==> src/assert_macros.svh <==
// assertion helpers shared by the rtl, empty in synthesis
`ifndef ASSERT_MACROS_SVH
`define ASSERT_MACROS_SVH
`ifndef SYNTHESIS
// property holds on every clock edge out of reset
`define ASSERT_ALWAYS(label, clk, rst_n, prop) \
  label: assert property (@(posedge clk) disable iff (!rst_n) (prop)) \
    else $error("assertion failed");
// consequent holds in the same cycle as the antecedent
`define ASSERT_IMPLIES(label, clk, rst_n, ante, cons) \
  label: assert property (@(posedge clk) disable iff (!rst_n) (ante) |-> (cons)) \
    else $error("assertion failed");
// consequent holds in the cycle after the antecedent
`define ASSERT_NEXT(label, clk, rst_n, ante, cons) \
  label: assert property (@(posedge clk) disable iff (!rst_n) (ante) |=> (cons)) \
    else $error("assertion failed");
`else
`define ASSERT_ALWAYS(label, clk, rst_n, prop)
`define ASSERT_IMPLIES(label, clk, rst_n, ante, cons)
`define ASSERT_NEXT(label, clk, rst_n, ante, cons)
`endif
`endif

==> src/vtc_pkg.sv <==
// ----------------------------------------------------------------------------
// vtc_pkg
// Types and constants of the variometer tone controller.
// ----------------------------------------------------------------------------
package vtc_pkg;

  localparam int VelW   = 16;
  localparam int TimeW  = 32;
  localparam int HzW    = 11;
  localparam int LevelW = 4;
  localparam int ThrW   = 8;
  localparam int AddrW  = 4;
  localparam int DataW  = 32;

  // clamped speed magnitude, 0..10000
  localparam int SpdW = 14;
  localparam logic signed [VelW-1:0] VelClamp = 16'sd10000;

  // frequency: floor(141*u/1000) + 386, divide by reciprocal multiply
  localparam int ProdW      = 21;
  localparam int RecipW     = 42;
  localparam int RecipShift = 30;
  localparam logic [ProdW-1:0] FreqMul  = 21'd141;
  localparam logic [ProdW-1:0] RecipK   = 21'd1073742;
  localparam logic [HzW-1:0]   FreqBase = 11'd386;
  localparam logic [HzW-1:0]   SinkHz   = 11'd100;

  // period: floor(150000000 / (51*u + 162000)), quotient always below 2^10
  localparam int DivW  = 20;
  localparam int PerW  = 10;
  localparam int NumW  = 28;
  localparam int CntW  = $clog2(PerW + 1);
  localparam logic [NumW-1:0] PeriodNum  = 28'd150000000;
  localparam logic [DivW-1:0] PeriodMul  = 20'd51;
  localparam logic [DivW-1:0] PeriodBase = 20'd162000;

  localparam logic [LevelW-1:0] VolumeReset = 4'd10;
  localparam logic [ThrW-1:0]   ClimbReset  = 8'd0;
  localparam logic [ThrW-1:0]   SinkReset   = 8'h80;

  localparam logic [AddrW-3:0] RegToneVolume    = 2'd0;
  localparam logic [AddrW-3:0] RegClimbThreshold = 2'd1;
  localparam logic [AddrW-3:0] RegSinkThreshold  = 2'd2;

  typedef enum logic [1:0] {
    ACT_NONE    = 2'd0,
    ACT_PLAY    = 2'd1,
    ACT_SILENCE = 2'd2
  } action_e;

  typedef struct packed {
    logic [LevelW-1:0] tone_volume;
    logic [ThrW-1:0]   climb_threshold;
    logic [ThrW-1:0]   sink_threshold;
  } cfg_t;

  typedef struct packed {
    logic capture;
    logic prep;
    logic start;
    logic commit;
  } cmd_t;

  typedef struct packed {
    logic div_busy;
    logic out_free;
  } sts_t;

endpackage

==> src/vtc_if.sv <==
// ----------------------------------------------------------------------------
// vtc_if
// Valid/ready channels for velocity samples and tone requests.
// ----------------------------------------------------------------------------
interface vtc_sample_if import vtc_pkg::*; ();
  logic                    valid;
  logic                    ready;
  logic signed [VelW-1:0]  vertical_speed;
  logic        [TimeW-1:0] now_ms;

  modport source (output valid, output vertical_speed, output now_ms, input ready);
  modport sink   (input valid, input vertical_speed, input now_ms, output ready);
endinterface

interface vtc_result_if import vtc_pkg::*; ();
  logic              valid;
  logic              ready;
  logic [1:0]        action;
  logic [HzW-1:0]    tone_hz;
  logic [LevelW-1:0] tone_level;

  modport source (output valid, output action, output tone_hz, output tone_level,
                  input ready);
  modport sink   (input valid, input action, input tone_hz, input tone_level,
                  output ready);
endinterface

==> src/vario_tone_controller_core.sv <==
// ----------------------------------------------------------------------------
// vario_tone_controller_core
// Variometer tone controller with apb configuration registers.
// ----------------------------------------------------------------------------
// usage:
//   sample_i carries one velocity sample (vertical_speed, now_ms) per request;
//   result_o returns exactly one tone request (action, tone_hz, tone_level)
//   for each sample, in order.
//   registers: tone_volume at 0x0, climb_threshold at 0x4, sink_threshold
//   at 0x8; write them only while no sample is in flight.
// timing:
//   a sample is taken while the sequencer is idle; it then passes the
//   prepare, start, divide and decide states, and the next sample is taken
//   only after its result is committed. the ten-step period divider sets the pace.
// reset:
//   sounding cleared, beep start time zero, registers at their defaults,
//   result register empty.
// stall:
//   a finished result waits in the output register; the next sample is
//   still accepted and worked on, and stops before hand-off until the
//   receiver takes the waiting result.
// ----------------------------------------------------------------------------
module vario_tone_controller_core import vtc_pkg::*; (
  input  logic             clk_i,
  input  logic             rst_ni,
  vtc_sample_if.sink       sample_i,
  vtc_result_if.source     result_o,
  input  logic             psel,
  input  logic             penable,
  input  logic             pwrite,
  input  logic [AddrW-1:0] paddr,
  input  logic [DataW-1:0] pwdata,
  output logic [DataW-1:0] prdata,
  output logic             pready
);

  cfg_t cfg_q;
  cmd_t cmd;
  sts_t sts;
  logic wr_en;
  logic [AddrW-3:0] reg_idx;

  assign pready  = 1'b1;
  assign wr_en   = psel && penable && pwrite;
  assign reg_idx = paddr[AddrW-1:2];

  always_ff @(posedge clk_i or negedge rst_ni) begin
    if (!rst_ni) begin
      cfg_q.tone_volume     <= VolumeReset;
      cfg_q.climb_threshold <= ClimbReset;
      cfg_q.sink_threshold  <= SinkReset;
    end else if (wr_en) begin
      case (reg_idx)
        RegToneVolume:     cfg_q.tone_volume     <= pwdata[LevelW-1:0];
        RegClimbThreshold: cfg_q.climb_threshold <= pwdata[ThrW-1:0];
        RegSinkThreshold:  cfg_q.sink_threshold  <= pwdata[ThrW-1:0];
        default: begin
        end
      endcase
    end
  end

  always_comb begin
    case (reg_idx)
      RegToneVolume:     prdata = DataW'(cfg_q.tone_volume);
      RegClimbThreshold: prdata = DataW'(cfg_q.climb_threshold);
      RegSinkThreshold:  prdata = DataW'(cfg_q.sink_threshold);
      default:           prdata = '0;
    endcase
  end

  vtc_ctrl u_ctrl (
    .clk_i      (clk_i),
    .rst_ni     (rst_ni),
    .in_valid_i (sample_i.valid),
    .in_ready_o (sample_i.ready),
    .sts_i      (sts),
    .cmd_o      (cmd)
  );

  vtc_dp u_dp (
    .clk_i            (clk_i),
    .rst_ni           (rst_ni),
    .cmd_i            (cmd),
    .sts_o            (sts),
    .cfg_i            (cfg_q),
    .vertical_speed_i (sample_i.vertical_speed),
    .now_ms_i         (sample_i.now_ms),
    .out_ready_i      (result_o.ready),
    .out_valid_o      (result_o.valid),
    .action_o         (result_o.action),
    .tone_hz_o        (result_o.tone_hz),
    .tone_level_o     (result_o.tone_level)
  );

endmodule

==> src/vtc_div.sv <==
// ----------------------------------------------------------------------------
// vtc_div
// Restoring divider for the beep period, one quotient bit per cycle.
// ----------------------------------------------------------------------------
`include "assert_macros.svh"

module vtc_div import vtc_pkg::*; (
  input  logic            clk_i,
  input  logic            rst_ni,
  input  logic            start_i,
  input  logic [DivW-1:0] divisor_i,
  output logic [PerW-1:0] quot_o,
  output logic            busy_o
);

  logic [DivW-1:0] rem_q, rem_d;
  logic [PerW-1:0] num_q, num_d;
  logic [PerW-1:0] quot_q, quot_d;
  logic [CntW-1:0] cnt_q, cnt_d;
  logic            busy_q, busy_d;
  logic [DivW:0]   trial;
  logic [DivW:0]   diff;
  logic            fits;

  assign trial = {rem_q, num_q[PerW-1]};
  assign diff  = trial - {1'b0, divisor_i};
  assign fits  = (trial >= {1'b0, divisor_i});

  always_comb begin
    rem_d  = rem_q;
    num_d  = num_q;
    quot_d = quot_q;
    cnt_d  = cnt_q;
    busy_d = busy_q;
    if (start_i) begin
      // upper numerator bits are already below the smallest divisor
      rem_d  = DivW'(PeriodNum[NumW-1:PerW]);
      num_d  = PeriodNum[PerW-1:0];
      quot_d = '0;
      cnt_d  = CntW'(PerW);
      busy_d = 1'b1;
    end else if (busy_q) begin
      rem_d  = fits ? diff[DivW-1:0] : trial[DivW-1:0];
      num_d  = {num_q[PerW-2:0], 1'b0};
      quot_d = {quot_q[PerW-2:0], fits};
      cnt_d  = cnt_q - CntW'(1);
      busy_d = (cnt_q != CntW'(1));
    end
  end

  always_ff @(posedge clk_i or negedge rst_ni) begin
    if (!rst_ni) begin
      cnt_q  <= '0;
      busy_q <= 1'b0;
    end else begin
      cnt_q  <= cnt_d;
      busy_q <= busy_d;
    end
  end

  always_ff @(posedge clk_i) begin
    rem_q  <= rem_d;
    num_q  <= num_d;
    quot_q <= quot_d;
  end

  assign quot_o = quot_q;
  assign busy_o = busy_q;

  `ASSERT_IMPLIES(a_busy_has_steps, clk_i, rst_ni, busy_q, cnt_q != '0)

endmodule

==> src/vtc_dp.sv <==
// ----------------------------------------------------------------------------
// vtc_dp
// Datapath: sample capture, frequency and period, rule decision, beep state
// and the result register.
// ----------------------------------------------------------------------------
`include "assert_macros.svh"

module vtc_dp import vtc_pkg::*; (
  input  logic                    clk_i,
  input  logic                    rst_ni,
  input  cmd_t                    cmd_i,
  output sts_t                    sts_o,
  input  cfg_t                    cfg_i,
  input  logic signed [VelW-1:0]  vertical_speed_i,
  input  logic        [TimeW-1:0] now_ms_i,
  input  logic                    out_ready_i,
  output logic                    out_valid_o,
  output logic [1:0]              action_o,
  output logic [HzW-1:0]          tone_hz_o,
  output logic [LevelW-1:0]       tone_level_o
);

  logic signed [VelW-1:0] vs_q;
  logic [TimeW-1:0]       now_q;
  logic [ProdW-1:0]       prod_q;
  logic [DivW-1:0]        divisor_q;
  logic [HzW-1:0]         freq_q;
  logic                   sounding_q, sounding_d;
  logic [TimeW-1:0]       beep_start_q, beep_start_d;
  logic                   out_valid_q, out_valid_d;
  action_e                out_action_q, act;
  logic [HzW-1:0]         out_hz_q, hz;
  logic [LevelW-1:0]      out_level_q;

  logic [SpdW-1:0]        spd;
  logic [RecipW-1:0]      recip_prod;
  logic [PerW-1:0]        period;
  logic                   div_busy;
  logic                   expired;
  logic signed [VelW-1:0] climb_s;
  logic signed [VelW-1:0] sink_s;
  logic                   above_climb;
  logic                   below_climb;
  logic                   below_sink;
  logic                   out_quiet;

  vtc_div u_div (
    .clk_i     (clk_i),
    .rst_ni    (rst_ni),
    .start_i   (cmd_i.start),
    .divisor_i (divisor_q),
    .quot_o    (period),
    .busy_o    (div_busy)
  );

  // speed magnitude with negatives taken as zero and the upper clamp
  always_comb begin
    if (vs_q[VelW-1]) begin
      spd = '0;
    end else if (vs_q > VelClamp) begin
      spd = SpdW'(VelClamp);
    end else begin
      spd = vs_q[SpdW-1:0];
    end
  end

  assign recip_prod = RecipW'(prod_q) * RecipW'(RecipK);

  assign climb_s     = $signed(VelW'(cfg_i.climb_threshold));
  assign sink_s      = VelW'($signed(cfg_i.sink_threshold));
  assign above_climb = (vs_q > climb_s);
  assign below_climb = (vs_q < climb_s);
  assign below_sink  = (vs_q < sink_s);
  assign expired     = ((beep_start_q + TimeW'(period)) < now_q);

  always_comb begin
    act          = ACT_NONE;
    hz           = '0;
    sounding_d   = sounding_q;
    beep_start_d = beep_start_q;
    if (above_climb && !sounding_q && expired) begin
      act          = ACT_PLAY;
      hz           = freq_q;
      sounding_d   = 1'b1;
      beep_start_d = now_q;
    end else if (below_sink) begin
      act        = ACT_PLAY;
      hz         = SinkHz;
      sounding_d = 1'b1;
    end else if (sounding_q && below_climb) begin
      act        = ACT_SILENCE;
      sounding_d = 1'b0;
    end else if (sounding_q && expired) begin
      act          = ACT_SILENCE;
      sounding_d   = 1'b0;
      beep_start_d = now_q;
    end else if (sounding_q && above_climb) begin
      act = ACT_PLAY;
      hz  = freq_q;
    end
  end

  always_comb begin
    out_valid_d = out_valid_q;
    if (cmd_i.commit) begin
      out_valid_d = 1'b1;
    end else if (out_ready_i) begin
      out_valid_d = 1'b0;
    end
  end

  always_ff @(posedge clk_i or negedge rst_ni) begin
    if (!rst_ni) begin
      sounding_q   <= 1'b0;
      beep_start_q <= '0;
      out_valid_q  <= 1'b0;
    end else begin
      out_valid_q <= out_valid_d;
      if (cmd_i.commit) begin
        sounding_q   <= sounding_d;
        beep_start_q <= beep_start_d;
      end
    end
  end

  always_ff @(posedge clk_i) begin
    if (cmd_i.capture) begin
      vs_q  <= vertical_speed_i;
      now_q <= now_ms_i;
    end
    if (cmd_i.prep) begin
      prod_q    <= ProdW'(spd) * FreqMul;
      divisor_q <= DivW'(spd) * PeriodMul + PeriodBase;
    end
    if (cmd_i.start) begin
      freq_q <= recip_prod[RecipShift +: HzW] + FreqBase;
    end
    if (cmd_i.commit) begin
      out_action_q <= act;
      out_hz_q     <= hz;
      out_level_q  <= (act == ACT_PLAY) ? cfg_i.tone_volume : '0;
    end
  end

  assign sts_o.div_busy = div_busy;
  assign sts_o.out_free = !out_valid_q || out_ready_i;

  assign out_valid_o  = out_valid_q;
  assign action_o     = out_action_q;
  assign tone_hz_o    = out_hz_q;
  assign tone_level_o = out_level_q;

  // a held result that plays nothing
  assign out_quiet = out_valid_q && (out_action_q != ACT_PLAY);

  `ASSERT_IMPLIES(a_quiet_fields_zero, clk_i, rst_ni, out_quiet, {out_hz_q, out_level_q} == '0)

endmodule

==> src/vtc_ctrl.sv <==
// ----------------------------------------------------------------------------
// vtc_ctrl
// Sequencer: capture, prepare, run the period divider, decide and hand off.
// ----------------------------------------------------------------------------
`include "assert_macros.svh"

module vtc_ctrl import vtc_pkg::*; (
  input  logic clk_i,
  input  logic rst_ni,
  input  logic in_valid_i,
  output logic in_ready_o,
  input  sts_t sts_i,
  output cmd_t cmd_o
);

  typedef enum logic [4:0] {
    ST_IDLE   = 5'b00001,
    ST_PREP   = 5'b00010,
    ST_START  = 5'b00100,
    ST_DIV    = 5'b01000,
    ST_DECIDE = 5'b10000
  } state_e;

  state_e state_q, state_d;

  always_comb begin
    state_d    = state_q;
    cmd_o      = '0;
    in_ready_o = 1'b0;
    case (state_q)
      ST_IDLE: begin
        in_ready_o = 1'b1;
        if (in_valid_i) begin
          cmd_o.capture = 1'b1;
          state_d       = ST_PREP;
        end
      end
      ST_PREP: begin
        cmd_o.prep = 1'b1;
        state_d    = ST_START;
      end
      ST_START: begin
        cmd_o.start = 1'b1;
        state_d     = ST_DIV;
      end
      ST_DIV: begin
        if (!sts_i.div_busy) begin
          state_d = ST_DECIDE;
        end
      end
      ST_DECIDE: begin
        // wait for the result register to drain
        if (sts_i.out_free) begin
          cmd_o.commit = 1'b1;
          state_d      = ST_IDLE;
        end
      end
      default: begin
        state_d = ST_IDLE;
      end
    endcase
  end

  always_ff @(posedge clk_i or negedge rst_ni) begin
    if (!rst_ni) begin
      state_q <= ST_IDLE;
    end else begin
      state_q <= state_d;
    end
  end

  `ASSERT_NEXT(a_accept_to_prep, clk_i, rst_ni, in_valid_i && in_ready_o, state_q == ST_PREP)
  `ASSERT_IMPLIES(a_ready_not_dividing, clk_i, rst_ni, in_ready_o, !sts_i.div_busy)

endmodule

==> src/flat_wrapper.sv <==
// flat-port wrapper written by rule: the top's interface ports become plain ports
module vario_tone_controller_core_flat import vtc_pkg::*;
  (clk_i, rst_ni, psel, penable, pwrite, paddr, pwdata, prdata, pready, sample_i_valid, sample_i_vertical_speed, sample_i_now_ms, sample_i_ready, result_o_valid, result_o_action, result_o_tone_hz, result_o_tone_level, result_o_ready);
  vtc_sample_if sample_i_i ();
  vtc_result_if result_o_i ();
  input  logic clk_i;
  input  logic rst_ni;
  input  logic psel;
  input  logic penable;
  input  logic pwrite;
  input  logic [AddrW-1:0] paddr;
  input  logic [DataW-1:0] pwdata;
  output logic [DataW-1:0] prdata;
  output logic pready;
  input wire logic [$bits(sample_i_i.valid)-1:0] sample_i_valid;
  input wire logic [$bits(sample_i_i.vertical_speed)-1:0] sample_i_vertical_speed;
  input wire logic [$bits(sample_i_i.now_ms)-1:0] sample_i_now_ms;
  output wire logic [$bits(sample_i_i.ready)-1:0] sample_i_ready;
  output wire logic [$bits(result_o_i.valid)-1:0] result_o_valid;
  output wire logic [$bits(result_o_i.action)-1:0] result_o_action;
  output wire logic [$bits(result_o_i.tone_hz)-1:0] result_o_tone_hz;
  output wire logic [$bits(result_o_i.tone_level)-1:0] result_o_tone_level;
  input wire logic [$bits(result_o_i.ready)-1:0] result_o_ready;
  assign sample_i_i.valid = sample_i_valid;
  assign sample_i_i.vertical_speed = sample_i_vertical_speed;
  assign sample_i_i.now_ms = sample_i_now_ms;
  assign sample_i_ready = sample_i_i.ready;
  assign result_o_valid = result_o_i.valid;
  assign result_o_action = result_o_i.action;
  assign result_o_tone_hz = result_o_i.tone_hz;
  assign result_o_tone_level = result_o_i.tone_level;
  assign result_o_i.ready = result_o_ready;
  vario_tone_controller_core u_core (.clk_i(clk_i), .rst_ni(rst_ni), .sample_i(sample_i_i), .result_o(result_o_i), .psel(psel), .penable(penable), .pwrite(pwrite), .paddr(paddr), .pwdata(pwdata), .prdata(prdata), .pready(pready));
endmodule
==> config.mk <==
export PLATFORM = sky130hd
export DESIGN_NAME = vario_tone_controller_core_flat
export DESIGN_NICKNAME = d
export VERILOG_FILES = /design/src/vtc_pkg.sv /design/src/vtc_if.sv /design/src/vario_tone_controller_core.sv /design/src/vtc_div.sv /design/src/vtc_dp.sv /design/src/vtc_ctrl.sv /design/src/flat_wrapper.sv
export VERILOG_INCLUDE_DIRS = /design/src /design/src/src
export SDC_FILE = /design/constraint.sdc
export NUM_CORES = 1
export LEC_CHECK = 0
export BUFFER_PORTS_ARGS = -buffer_cell sky130_fd_sc_hd__buf_2
export CAP_MARGIN = 20
export CORE_MARGIN = 10
export CORE_UTILIZATION = 35
export CTS_CLUSTER_DIAMETER = 80
export DETAILED_ROUTE_END_ITERATION = 6
export HOLD_SLACK_MARGIN = 0.08
export SETUP_SLACK_MARGIN = 0.3
export SLEW_MARGIN = 20
export SYNTH_ARGS = -nofsm -noshare
export SYNTH_HDL_FRONTEND = slang
export SYNTH_SLANG_ARGS = --single-unit
==> constraint.sdc <==
create_clock -name clk_i -period 16.2 [get_ports clk_i]
set_input_delay 1.62 -clock clk_i [delete_from_list [all_inputs] [get_ports clk_i]]
set_output_delay 1.62 -clock clk_i [all_outputs]
set_load 0.005 [all_outputs]
# == Word-level counts from Yosys, hierarchy flattened ==
# Cells that the tools add are included.
# totals
register_bits,214
wordCells,108
# classes
add_sub_neg,5
n_mul,3
n_lt_le_gt_ge,6
n_eq_ne,14
mux,39
n_reduce_logical,21
# ops
op,n
32-bit 2-to-1 mux,4
11-bit 2-to-1 mux,5
"21-bit by 20-bit multiplier with 40-bit output, second input constant",1
32-bit by 10-bit adder with 32-bit output,1
32-bit < comparator,1
14-bit 2-to-1 mux,2
5-bit one-hot mux with 5 select lines,1
8-bit one-hot mux with 3 select lines,1
21-bit by 20-bit greater-or-equal comparator with 1-bit output,1
"14-bit by 8-bit multiplier with 21-bit output, second input constant",1
"20-bit by 18-bit adder with 20-bit output, second input constant",1
"14-bit by 6-bit multiplier with 20-bit output, second input constant",1
20-bit 2-to-1 mux,1
20-bit subtractor,1
"16-bit by 15-bit > comparator with 1-bit output, second input constant",1
16-bit by 9-bit > comparator with 1-bit output,1
16-bit by 8-bit < comparator with 1-bit output,1
16-bit by 9-bit < comparator with 1-bit output,1
1-bit 2-to-1 mux,16
5-bit 2-to-1 mux,3
"11-bit by 9-bit adder with 11-bit output, second input constant",1
2-bit 2-to-1 mux,4
4-bit 2-to-1 mux,2
2-bit AND reduction,4
other kinds (19),32

# == Longest topological paths before layout ==
# Gate-level depths: netlist (run 1).
# logic_depth
depth_word,8
mapped_depth,27
mapped_depth_nobuf,27

# == Hierarchy ==
# A second synthesis (run 1) with hierarchy kept.
# unflattened
cells_unflattened,2039
area_unflattened_um2,20821.2
# modules_own_cells
module,instances,cells_per_inst,area_each_um2,seq_area_each_um2
vtc_dp,1,1574,16653.5,4334.2
vtc_div,1,340,2715.1,785.8
vario_tone_controller_core,1,92,1146.1,504.2
vtc_ctrl,1,33,306.5,126.4

# == Worst setup path after synthesis (run 1) ==
# No wires, ideal clock.
# synth_timing
kind,register to register
startpoint,register u_core.u_dp.vs_q[1]
endpoint,"register u_core.u_dp.divisor_q[19], data pin"
setup_time_ns,0.265
t_arrival_ns,6.154
required_ns,15.935
path_slack_ns,9.781
stages_incl_launch_ff,27
synth_period_minus_slack_ns,6.419
cell_sequence,edfxtp_1 -> or4_1 -> a2111oi_0 -> o21ai_0 -> a21o_1 -> nor2_1 -> nand2_1 -> inv_1 -> ha_1 -> inv_1 -> fa_1 -> inv_1 -> fa_1 -> inv_1 -> fa_1 -> inv_1 -> ha_1 -> a21oi_1 -> o21ai_0 -> a21oi_1 -> nand2b_1 -> a21boi_0 -> o31a_1 -> o41ai_1 -> o2111ai_1 -> a21oi_1 -> xnor2_1
# synth_via
elab_chain_cells,5
# synth_lines
element,line,text
"start, declared",vtc_dp.sv:23,logic signed [VelW-1:0] vs_q;
"start signal, assigned",vtc_dp.sv:128,vs_q <= vertical_speed_i;
16-bit by 15-bit > comparator with 1-bit output,vtc_dp.sv:60,end else if (vs_q > VelClamp) begin
14-bit 2-to-1 mux *,vtc_dp.sv:60,
14-bit 2-to-1 mux *,vtc_dp.sv:58,if (vs_q[VelW-1]) begin
named net u_core.u_dp.spd[1],vtc_dp.sv:35,logic [SpdW-1:0] spd;
14-bit by 6-bit multiplier with 20-bit output *,vtc_dp.sv:133,divisor_q <= DivW'(spd) * PeriodMul + PeriodBase;
20-bit by 18-bit adder with 20-bit output *,vtc_dp.sv:133,
"end signal, assigned",vtc_dp.sv:133,
"end, declared",vtc_dp.sv:26,logic [DivW-1:0] divisor_q;
# Mark *: on every way through the listed nets, which the timed path passes. The rest lies on a longest branch.
# A chain may end at the register's enable or synchronous reset.

# == Worst setup path in the final report (run 1) ==
# Same ends and word-level chain as after synthesis.

==> results.md, run 1 <==
- Status: finished, final reports clean
- Async set or reset register ratio after synthesis: 30.05%
- Share of cells above drive strength 1: 10.15%
- Worst-skew pair later-pin latency: 570 ps
- Die H: 261.6 um
- Total gr overflow: 0
- Ports: 143
- Slew Limit Fails: 0
- Fmax: 136.7 MHz
- Total number of vias: 14090
- Total wire length: 43.87 mm
- Slew @ Worst Pin: 1045 ps
- First-pass GRT wire length: 73.86 mm
- Slew headroom: 29.89%
- Post-synthesis compound-gate area fraction: 10.73%
- P&R area growth vs syn: 11.00%
- Largest net degree at the start of global routing: 65
- Clock transition at the registers of the reported paths: 60 ps
- Critical Path RT: 16510 ps
- Crit share post-route: 45.15%
- Iter 0 DRT Violations: 620
- Final hold vios: 0
- Post-route DRC: 0
- CTS Buf Count: 26
- Vias in the first global route: 14740
- Post-Syn Area: 0.02043 mm^2
- Synth Instances: 2030
- Row Count: 88
- Min-delay worst type: reg2reg
- Critical path type: reg2reg
- Final net count: 2722
- DP HPWL: 35.23 mm
- Vias/cell: 4.836
- Register bit total from synthesis: 213
- # diodes: 0
- Finished Layout Cells: 2913
- Register area share after synthesis: 28.14%
- DRT Pass-1 Iters: 5
- I/O Buffers: 91
- CTS sink cnt: 213
- Post-synth EDFFs: 116
- DR WL/cell: 15.06 um
- Clk buf depth: 3
- Most common cell after layout, fill and taps aside: inv_1
- Skew final: 29.43 ps
- Post-Synth Simple-Gate Area: 8.823%
- Cts repair resizes: 0
- Final setup vio count: 0
- Final GP Congestion: 0.8588
- Post-Synth XOR/XNOR Area: 3.429%
- Placed Instances: 2865
- Distinct cells, synth: 81
- Ys flop type: edfxtp_1
- CP arrival: 7620 ps
- Largest family of logic cells by synthesized area: adder cells
- Initial Util: 35.35%
- Post-route ant nets: 0
- Post-Synth Adder-Cell Area: 35.72%
- Total GRT Usage: 13.03%
- Post-CTS Setup Bufs: 0
- Core ar.: 0.05781 mm^2
- Avg Cell Area, Syn: 10.07 um^2
- Final min period: 7315 ps
- CP max FO: 7
- Die area: 0.06845 mm^2
- Number of warnings issued by yosys: 0
- CTS tree: done
- Crit. End Element: flop
- Multiplexer share of the synthesized area: 3.698%
- Initial antenna violation count: 1
- Die W: 261.6 um
- Setup TNS Final: 0 ps
- CTS Root Cell: clkbuf_16
- Htree depth: 1
- RSZ-0062 raised after global routing: false
- Max-Cap Viols: 0
- Commonest cells after routing, fill and taps aside: inv_1, ha_1, fa_1, edfxtp_1, nand2_1
- CP startpoint kind: flop
- Hold buffer count at cts: 0
layout make-up:
| class | count | area, um^2 |
|---|---|---|
| fill | 5624 | 35120 |
| tap | 765 | 957.2 |
| timing repair buffer | 103 | 545.5 |
| multi-input combinational | 1359 | 12850 |
| sequential | 213 | 5752 |
| inverter | 425 | 1595 |
| clock inverter | 19 | 277.8 |
| clock buffer | 29 | 704.4 |
synthesized netlist by cell type (10+ instances only):
cell type | count | share of area (%)
nor2_1 | 86 | 1.6
nor3_1 | 31 | 0.76
a21o_1 | 38 | 1.4
o21a_1 | 13 | 0.48
and2_1 | 16 | 0.49
xnor2_1 | 57 | 2.4
o21bai_1 | 14 | 0.51
and3_1 | 12 | 0.37
buf_4 | 25 | 0.92
mux2_4 | 29 | 2.1
xor2_1 | 23 | 0.99
nor2b_1 | 18 | 0.55
inv_1 | 425 | 7.8
a31oi_1 | 12 | 0.37
nand4_1 | 16 | 0.49
edfxtp_1 | 116 | 17
dfxtp_1 | 33 | 3.2
clkbuf_1 | 21 | 0.39
fa_1 | 134 | 13
ha_1 | 369 | 23
nand2b_1 | 10 | 0.31
nand2_1 | 104 | 1.9
dfrtp_1 | 60 | 7.3
mux2i_1 | 23 | 1.1
o21ai_0 | 66 | 1.6
o31a_1 | 11 | 0.47
a21oi_1 | 85 | 2.1
nand3_1 | 32 | 0.78
critical path: stages (launching register included):
cell	delay, ps
edfxtp_1	460
or4_1	550
a2111oi_0	450
o21ai_0	160
a21o_1	240
nor2_1	310
nand2_1	250
inv_1	270
ha_1	260
inv_1	80
fa_1	480
inv_1	50
fa_1	530
inv_1	50
fa_1	500
inv_1	40
ha_1	320
a21oi_1	210
o21ai_0	110
a21oi_1	210
nand2b_1	130
a21boi_0	110
o31a_1	280
o41ai_1	510
o2111ai_1	200
a21oi_1	210
xnor2_1	90
metal layers:
layer	vias to the layer above	part of all wire [%]	GRT usage, %
li1	6983	-	-
met1	6829	47	17.45
met2	230	47	21.77
met3	43	4.3	2.312
met4	2	1.8	2.537
met5	-	0.046	0
flip-flops by register name (all words and copies together) (netlist names):
register	cells
u_core.cfg_q	20
u_core.u_ctrl.state_q	5
u_core.u_dp.action_o	2
u_core.u_dp.beep_start_q	32
u_core.u_dp.divisor_q	19
u_core.u_dp.freq_q	11
u_core.u_dp.now_q	32
u_core.u_dp.out_valid_o	1
u_core.u_dp.prod_q	21
u_core.u_dp.sounding_q	1
u_core.u_dp.tone_hz_o	11
u_core.u_dp.tone_level_o	4
u_core.u_dp.u_div.busy_o	1
u_core.u_dp.u_div.cnt_q	4
u_core.u_dp.u_div.num_q	3
u_core.u_dp.u_div.quot_o	10
u_core.u_dp.u_div.rem_q	20
u_core.u_dp.vs_q	16
kinds of logic (layout without fill, tap and decap cells):
group,count (synthesis),count (layout)
buffers and inverters,481,576
AND/OR/NAND/NOR,366,366
multiplexers,60,60
adder cells (fa/ha/maj),503,503
flip-flops,213,213
other,2,25
AO/OA/AOI/OAI,325,325
XOR/XNOR,80,80
path summary, 6_finish.rpt:
path,cells past startpoint,slack [ps],startpoint,endpoint
setup / recovery,26,8890,u_core.u_dp.vs_q[1],u_core.u_dp.divisor_q[19]
hold / removal,2,470,u_core.u_dp.u_div.num_q[8],u_core.u_dp.u_div.num_q[8]
setup reg to reg,26,8890,u_core.u_dp.vs_q[1],u_core.u_dp.divisor_q[19]
hold reg to reg,2,470,u_core.u_dp.u_div.num_q[8],u_core.u_dp.u_div.num_q[8]
max in group asynchronous,2,14350,rst_ni,u_core.u_dp.u_div.busy_o
min in group asynchronous,2,1230,rst_ni,u_core.u_dp.beep_start_q[10]
through the flow:
stage | utilization, % | instance area [um^2] | worst slack (ps) | hold slack [ps]
final | 39.24 | 22680 | 8885 | 474.4
after global routing | 39.24 | 22680 | 8234 | 492.4
after CTS | 39.24 | 22680 | 8878 | 479.0
after detailed placement | 37.54 | 21700 | 8904 | 463.1
after global placement | 37.54 | 21700 | 9003 | 456.3
after floorplan | - | 20520 | 9781 | 441.3
Power of run 1 is not shown: default switching activity piles up to over one toggle a cycle in this logic, so the estimate is an artifact.
==> run 2, diff against run 1 <==
- ABC_AREA: not set -> 1
- clock period: 16.2 -> 7.05 ns (I/O delays scaled with it)
==> run 2 against run 1 <==
  * Cell count is 20% higher
  * Worst setup slack worse by 7900 ps
  * Clock-buffer cell count is 8 higher
  * Critical path type unchanged
  * Non-clock buffer count is 1 lower
  * Hold slack worse by 170 ps
  * Critical endpoint is now u_core.u_dp.freq_q[7]
  * Register-to-register slack worse by 7900 ps
  * Clock skew is 9.1 ps higher
  * Critical path depth stayed put
  * Sequential share of layout area is 1.3 points lower
  * Fmax is 21% higher
==> results.md, run 2 <==
- Status: finished, final reports clean (unchanged)
- Core ar.: 0.06137 mm^2 (was 0.05781 mm^2)
- Final setup vio count: 0 (unchanged)
- Post-route DRC: 0 (unchanged)
- Number of warnings issued by yosys: 0 (unchanged)
- Vias in the first global route: 16540 (was 14740)
- Most common cell after layout, fill and taps aside: inv_1 (unchanged)
- RSZ-0062 raised after global routing: false (unchanged)
- Clk buf depth: 3 (unchanged)
- Commonest cells after routing, fill and taps aside: inv_1, nand2_1, ha_1, nor2_1, fa_1 (was inv_1, ha_1, fa_1, edfxtp_1, nand2_1)
- # diodes: 0 (unchanged)
- CP max FO: 6 (was 7)
- Slew Limit Fails: 0 (unchanged)
- Slew @ Worst Pin: 925.4 ps (was 1045 ps)
- CTS Buf Count: 27 (was 26)
- I/O Buffers: 91 (unchanged)
- Crit. End Element: flop (unchanged)
- Max stage delay on crit path: 560 ps (was 550 ps)
- Slew headroom: 38.31% (was 29.89%)
- Most common cell in the netlist: inv_1 (unchanged)
- Fmax: 164.8 MHz (was 136.7 MHz)
- CTS tree: done (unchanged)
- Initial antenna violation count: 0 (was 1)
- Clock transition at the registers of the reported paths: 60 ps (about the same)
- Distinct cells, synth: 61 (was 81)
- Largest net degree at the start of global routing: 65 (unchanged)
- First-pass GRT wire length: 84.43 mm (was 73.86 mm)
- CP arrival: 6360 ps (was 7620 ps)
- Family with the most delay on the worst path: adder cells (was compound AO/OA/AOI/OAI gates)
- Avg Cell Area, Syn: 8.376 um^2 (was 10.07 um^2)
- Die W: 268.5 um (was 261.6 um)
- Hold buffer count at cts: 0 (unchanged)
- CP startpoint kind: flop (unchanged)
- Register bit total from synthesis: 213 (unchanged)
- Setup TNS Final: 0 ps (unchanged)
- DR WL/cell: 14.68 um (was 15.06 um)
- Total GRT Usage: 14.40% (was 13.03%)
- Initial Util: 35.21% (was 35.35%)
- Async set or reset register ratio after synthesis: 30.05% (unchanged)
- CTS Root Cell: clkbuf_16 (unchanged)
- Iter 0 DRT Violations: 696 (was 620)
- Ys flop type: edfxtp_1 (unchanged)
- Die H: 268.5 um (was 261.6 um)
- Buf+Inv Stages, Crit Path: 4 (was 5)
- Skew final: 38.57 ps (was 29.43 ps)
- Synth top area share: 21.37% (was 22.59%)
- Worst-skew pair later-pin latency: 570 ps (about the same)
- Final min period: 6069 ps (was 7315 ps)
- Max-Cap Viols: 0 (unchanged)
- DRT Pass-1 Iters: 5 (unchanged)
- Total wire length: 51.39 mm (was 43.87 mm)
- Total number of vias: 16340 (was 14090)
- Final net count: 3283 (was 2722)
- Crit share post-route: 86.09% (was 45.15%)
- Post-synth top cells: inv_1, nand2_1, ha_1, nor2_1, fa_1 (was inv_1, ha_1, fa_1, edfxtp_1, nand2_1)
- Critical Path RT: 7350 ps (was 16510 ps)
- DP HPWL: 42.38 mm (was 35.23 mm)
- Synth Instances: 2580 (was 2030)
- Post-Syn Area: 0.02161 mm^2 (was 0.02043 mm^2)
- Ports: 143 (unchanged)
- Htree depth: 1 (unchanged)
- Final GP Congestion: 0.9213 (was 0.8588)
- CTS sink cnt: 213 (unchanged)
- Cts repair resizes: 0 (unchanged)
- Crit-path slowest cell: fa_1 (was or4_1)
- Total gr overflow: 0 (unchanged)
- Register area share after synthesis: 26.61% (was 28.14%)
- Post-route ant nets: 0 (unchanged)
- Vias/cell: 4.669 (was 4.836)
- Post-synth EDFFs: 116 (unchanged)
- Synth area leaders: ha_1, edfxtp_1, fa_1 (unchanged)
- Min-delay worst type: in2reg (was reg2reg)
- Critical path type: reg2reg (unchanged)
- Share of cells above drive strength 1: 6.790% (was 10.15%)
- Area leader, netlist: ha_1 (unchanged)
- Biggest regs: u_core.u_dp.beep_start_q x32, u_core.u_dp.now_q x32, u_core.u_dp.prod_q x21 (unchanged)
- P&R area growth vs syn: 10.42% (was 11.00%)
- Row Count: 91 (was 88)
- Most used cell, CP: nand2_1 (was inv_1)
- Post-CTS Setup Bufs: 0 (unchanged)
- Final hold vios: 0 (unchanged)
- Die area: 0.07208 mm^2 (was 0.06845 mm^2)
[run 2: cell count changes after synthesis, moves of 16 or more]
cell	before	now
a21oi_1	85	124
mux2_4	29	0
mux2i_1	23	0
o22ai_1	0	16
xor2_1	23	52
inv_1	425	580
nand3_1	32	104
xnor2_1	57	33
a21o_1	38	8
nor2_1	86	140
nand2_1	104	500
nor2b_1	18	1
[run 2: layer usage]
layer	GRT usage (%)	wire length, um	vias up
met5	0	0	-
met4	3.355	1170	0
met3	2.462	2155	71
met2	23.17	22910	262
met1	19.86	25160	7546
li1	-	-	8463
[run 2: area by class of cell]
class | count | area (um^2)
repair buffers | 102 | 558.0
inverters | 587 | 2203
multi-input cells | 1758 | 13450
clock buffers | 37 | 734.5
fillers | 6254 | 37510
well taps | 790 | 988.4
flip-flops and latches | 213 | 5751
clock inverters | 13 | 172.7
[run 2: worst paths after layout]
| kind | to | slack, ps | from | cells after the start |
|---|---|---|---|---|
| worst max register to register | u_core.u_dp.freq_q[7] | 980 | u_core.u_dp.prod_q[7] | 26 |
| max in group asynchronous | u_core.cfg_q[5] | 6090 | rst_ni | 2 |
| worst max-delay path | u_core.u_dp.freq_q[7] | 980 | u_core.u_dp.prod_q[7] | 26 |
| worst min register to register | u_core.u_dp.u_div.num_q[8] | 470 | u_core.u_dp.u_div.num_q[7] | 2 |
| worst min-delay path | u_core.u_dp.now_q[13] | 310 | sample_i_now_ms[13] | 1 |
| min in group asynchronous | u_core.u_dp.beep_start_q[1] | 350 | rst_ni | 2 |
[run 2: worst register-to-register path, cell delays in order (launching register included)]
cell and delay, ps:
edfxtp_1 550, ha_1 350, ha_1 200, inv_1 150, fa_1 440, fa_1 490, inv_1 50, fa_1 500
fa_1 560, inv_1 60, fa_1 500, inv_1 50, ha_1 320, nand2_1 70, nand2_1 80, nand2_1 70
nand2_1 50, nand2_1 60, nand3_1 160, nor2_1 200, nand3_1 110, nand2_2 100, ha_1 190, nand3_1 80
nor2_1 150, nand2_1 120, xnor2_1 140
[run 2: cell families (layout without fill, tap and decap cells)]
logic type | count (synthesis) | after routing | share of synthesized area [%]
xor+xnor | 85 | 85 | 3.445
flops | 213 | 213 | 26.61
buf+inv | 632 | 739 | 11.63
compound gates | 296 | 296 | 7.857
fa+ha+maj | 503 | 503 | 33.78
other cells | 2 | 25 | 0.03475
simple gates | 849 | 849 | 16.64
[run 2: metrics by stage]
| stage | instances | area (um^2) | util [%] | worst slack [ps] | hold WS, ps |
|---|---|---|---|---|---|
| 2_1_floorplan | 2603 | 21700 | - | 1153 | 409.4 |
| 3_5_place_dp | 3449 | 22930 | 37.36 | 990.4 | 458.8 |
| 6_report | 3500 | 23860 | 38.88 | 980.8 | 306.1 |
| 3_3_place_gp | 3449 | 22930 | 37.36 | 1041 | 454.3 |
| 4_1_cts | 3499 | 23830 | 38.84 | 940.1 | 271.4 |
| 5_1_grt | 3500 | 23860 | 38.88 | 572.3 | 270.6 |
Power of run 2 is left out for the same reason.
==> run 3, diff against run 2 <==
- BUFFER_PORTS_ARGS: -buffer_cell sky130_fd_sc_hd__buf_2 -> not set
- CORE_UTILIZATION: 35 -> 50
- DONT_BUFFER_PORTS: not set -> 1
==> run 3 against run 2 <==
  * Sequential share of layout area increased by 0.75 points
  * Flip-flop and latch count unchanged
  * Wire length grew 0.60%
  * Clock skew shrank 22 ps
  * Cell count down 8.5%
  * First-iteration DRC count is 24% higher
  * Core utilization increased by 15 points
  * Hold slack got worse by 57 ps
  * Non-clock buffer count fell by 90
  * Register-to-register slack better by 40 ps
  * Critical path depth increased by 1
  * Worst setup slack improved by 40 ps
  * Critical path type unchanged
  * Critical endpoint is now u_core.u_dp.freq_q[9]
  * Largest cell class unchanged
==> results.md, run 3 (synthesis results as in run 2) <==
- Status: finished, final reports clean (unchanged)
- Die W: 227.9 um (was 268.5 um)
- Buf+Inv Stages, Crit Path: 4 (unchanged)
- Die H: 227.9 um (was 268.5 um)
- Share of cells above drive strength 1: 3.361% (was 6.790%)
- Vias in the first global route: 16620 (was 16540)
- Post-route DRC: 0 (unchanged)
- Crit share post-route: 85.52% (was 86.09%)
- Row Count: 76 (was 91)
- R2r setup slk: 1020 ps (was 980 ps)
- Ports: 143 (unchanged)
- DR WL/cell: 16.14 um (was 14.68 um)
- DRT Pass-1 Iters: 7 (was 5)
- HP Start: sample_i_now_ms[25] (was sample_i_now_ms[13])
- Clock transition at the registers of the reported paths: 60 ps (about the same)
- Clk buf depth: 3 (unchanged)
- Core ar.: 0.04289 mm^2 (was 0.06137 mm^2)
- Initial Util: 50.39% (was 35.21%)
- Post-route ant nets: 0 (unchanged)
- Total number of vias: 16410 (was 16340)
- Final GP Congestion: 0.9658 (was 0.9213)
- DP HPWL: 42.75 mm (was 42.38 mm)
- Biggest regs: u_core.u_dp.beep_start_q x32, u_core.u_dp.now_q x32, u_core.u_dp.prod_q x21 (unchanged)
- Critical Path RT: 7340 ps (was 7350 ps)
- Vias/cell: 5.121 (was 4.669)
- Htree depth: 1 (unchanged)
- Final setup vio count: 0 (unchanged)
- Hold path depth: 0 (was 1)
- CP startpoint kind: flop (unchanged)
- Critical path type: reg2reg (unchanged)
- Met2 wire len: 24.00 mm (was 22.91 mm)
- Total wire length: 51.70 mm (was 51.39 mm)
- Reg2Reg Depth: 27 (was 26)
- RR Endpoint: u_core.u_dp.freq_q[9] (was u_core.u_dp.freq_q[7])
- Most used cell, CP: nand2_1 (unchanged)
- Fmax: 165.9 MHz (was 164.8 MHz)
- Final hold vios: 0 (unchanged)
- RSZ-0062 raised after global routing: false (unchanged)
- Iter 0 DRT Violations: 860 (was 696)
- CTS sink cnt: 213 (unchanged)
- Worst-skew pair later-pin latency: 550 ps (was 570 ps)
- Total gr overflow: 0 (unchanged)
- CP max FO: 6 (unchanged)
- Final min period: 6029 ps (was 6069 ps)
- CP arrival: 6320 ps (was 6360 ps)
- CTS tree: done (unchanged)
- Crit. End Element: flop (unchanged)
- Fillers: 4067 (was 6254)
- Met3 wire length: 2.373 mm (was 2.155 mm)
- Die area: 0.05193 mm^2 (was 0.07208 mm^2)
- First-pass GRT wire length: 85.35 mm (was 84.43 mm)
- Endpoint, Worst Hold: u_core.u_dp.now_q[25] (was u_core.u_dp.now_q[13])
- P&R area growth vs syn: 7.087% (was 10.42%)
- I/O Buffers: 0 (was 91)
- Initial antenna violation count: 1 (was 0)
- FF+latch area: 0.005751 mm^2 (unchanged)
- Final net count: 3192 (was 3283)
- Largest net degree at the start of global routing: 65 (unchanged)
- Util after Layout: 53.96% (was 38.88%)
- Total GRT Usage: 19.90% (was 14.40%)
- Area of the multi-input gates: 0.01345 mm^2 (unchanged)
- CTS Buf Count: 26 (was 27)
- Family with the most delay on the worst path: adder cells (unchanged)
- Max Used Layer: met4 (unchanged)
- Max stage delay on crit path: 550 ps (was 560 ps)
- Setup TNS Final: 0 ps (unchanged)
- Met1 Wirelength: 23.99 mm (was 25.16 mm)
- Min-delay worst type: in2reg (unchanged)
- FF-to-FF Start: u_core.u_dp.prod_q[6] (was u_core.u_dp.prod_q[7])
- Slew Limit Fails: 0 (unchanged)
- Slew @ Worst Pin: 818.9 ps (was 925.4 ps)
- Max-Cap Viols: 0 (unchanged)
- CTS Root Cell: clkbuf_16 (unchanged)
- Skew final: 16.83 ps (was 38.57 ps)
- Slew headroom: 45.20% (was 38.31%)
- Commonest cells after routing, fill and taps aside: inv_1, nand2_1, ha_1, nor2_1, fa_1 (unchanged)
- Most common cell after layout, fill and taps aside: inv_1 (unchanged)
- Crit-path slowest cell: fa_1 (unchanged)
-- run 3: changes by cell type in the layout (fill, tap and decap cells not counted), moves of 2 or more --
| cell | previous run | this run |
|---|---|---|
| buf_2 | 91 | 0 |
| clkinv_1 | 2 | 6 |
| clkinv_2 | 3 | 0 |
| inv_6 | 4 | 1 |
| clkbuf_16 | 28 | 26 |
| clkinvlp_4 | 0 | 2 |
-- run 3: how the worst max path moves through the flow --
| stage | from | endpoint | slack, ps | cells past startpoint |
|---|---|---|---|---|
| CTS | u_core.u_dp.prod_q[6] | u_core.u_dp.freq_q[9] | 1000 | 27 |
| detailed placement | u_core.u_dp.prod_q[6] | u_core.u_dp.freq_q[9] | 1000 | 27 |
| global placement | u_core.u_dp.prod_q[6] | u_core.u_dp.freq_q[7] | 1090 | 25 |
| finish | u_core.u_dp.prod_q[6] | u_core.u_dp.freq_q[9] | 1020 | 27 |
| floorplan | sample_i_valid | u_core.u_dp.now_q[0] | 1150 | 2 |
| global route | u_core.u_dp.prod_q[6] | u_core.u_dp.freq_q[9] | 640 | 27 |
-- run 3: final cells by class --
class	instances	area share, %
multi-input cells	1758	58.14
flip-flops and latches	213	24.85
inverters	587	9.521
well taps	585	3.163
clock buffers	35	3.001
clock inverters	13	0.7732
repair buffers	12	0.5407
diodes	1	0.01081
-- run 3: through the flow --
step | cells | cell area (um^2) | hold slack, ps | setup WS (ps)
2_1_floorplan | 2603 | 21700 | 409.4 | 1153
3_3_place_gp | 3152 | 22210 | 411.9 | 1091
6_report | 3204 | 23140 | 249.3 | 1021
4_1_cts | 3202 | 23120 | 223.0 | 999.7
5_1_grt | 3204 | 23140 | 225.0 | 640.9
3_5_place_dp | 3152 | 22210 | 411.8 | 1001
-- run 3: what timing repair did --
action                                 CTS  global route
endpoints found under the hold margin   64             0
setup buffers                            0             0
hold buffers                             2             0
gates resized for setup                  0             0
-- run 3: per-layer routing --
layer	GRT usage [%]	up-vias
li1	-	8270
met1	26.70	7725
met2	33.43	336
met3	2.482	76
met4	5.103	0
met5	0	-
-- run 3: worst reg2reg max path: stages (launching register included) --
cell,delay [ps]
edfxtp_1,540
ha_1,360
ha_1,200
inv_1,120
fa_1,430
fa_1,490
inv_1,50
fa_1,510
fa_1,550
inv_1,50
fa_1,510
inv_1,50
ha_1,320
nand2_1,70
nand2_1,60
nand2_1,60
nand2_1,50
nand2_1,70
nand3_1,130
nor2_1,190
nand3_1,120
nand2_2,110
ha_1,190
nand3_1,80
nor2_1,160
nand2_1,140
nand3_1,100
nand2_1,60
Power of run 3 is left out for the same reason.
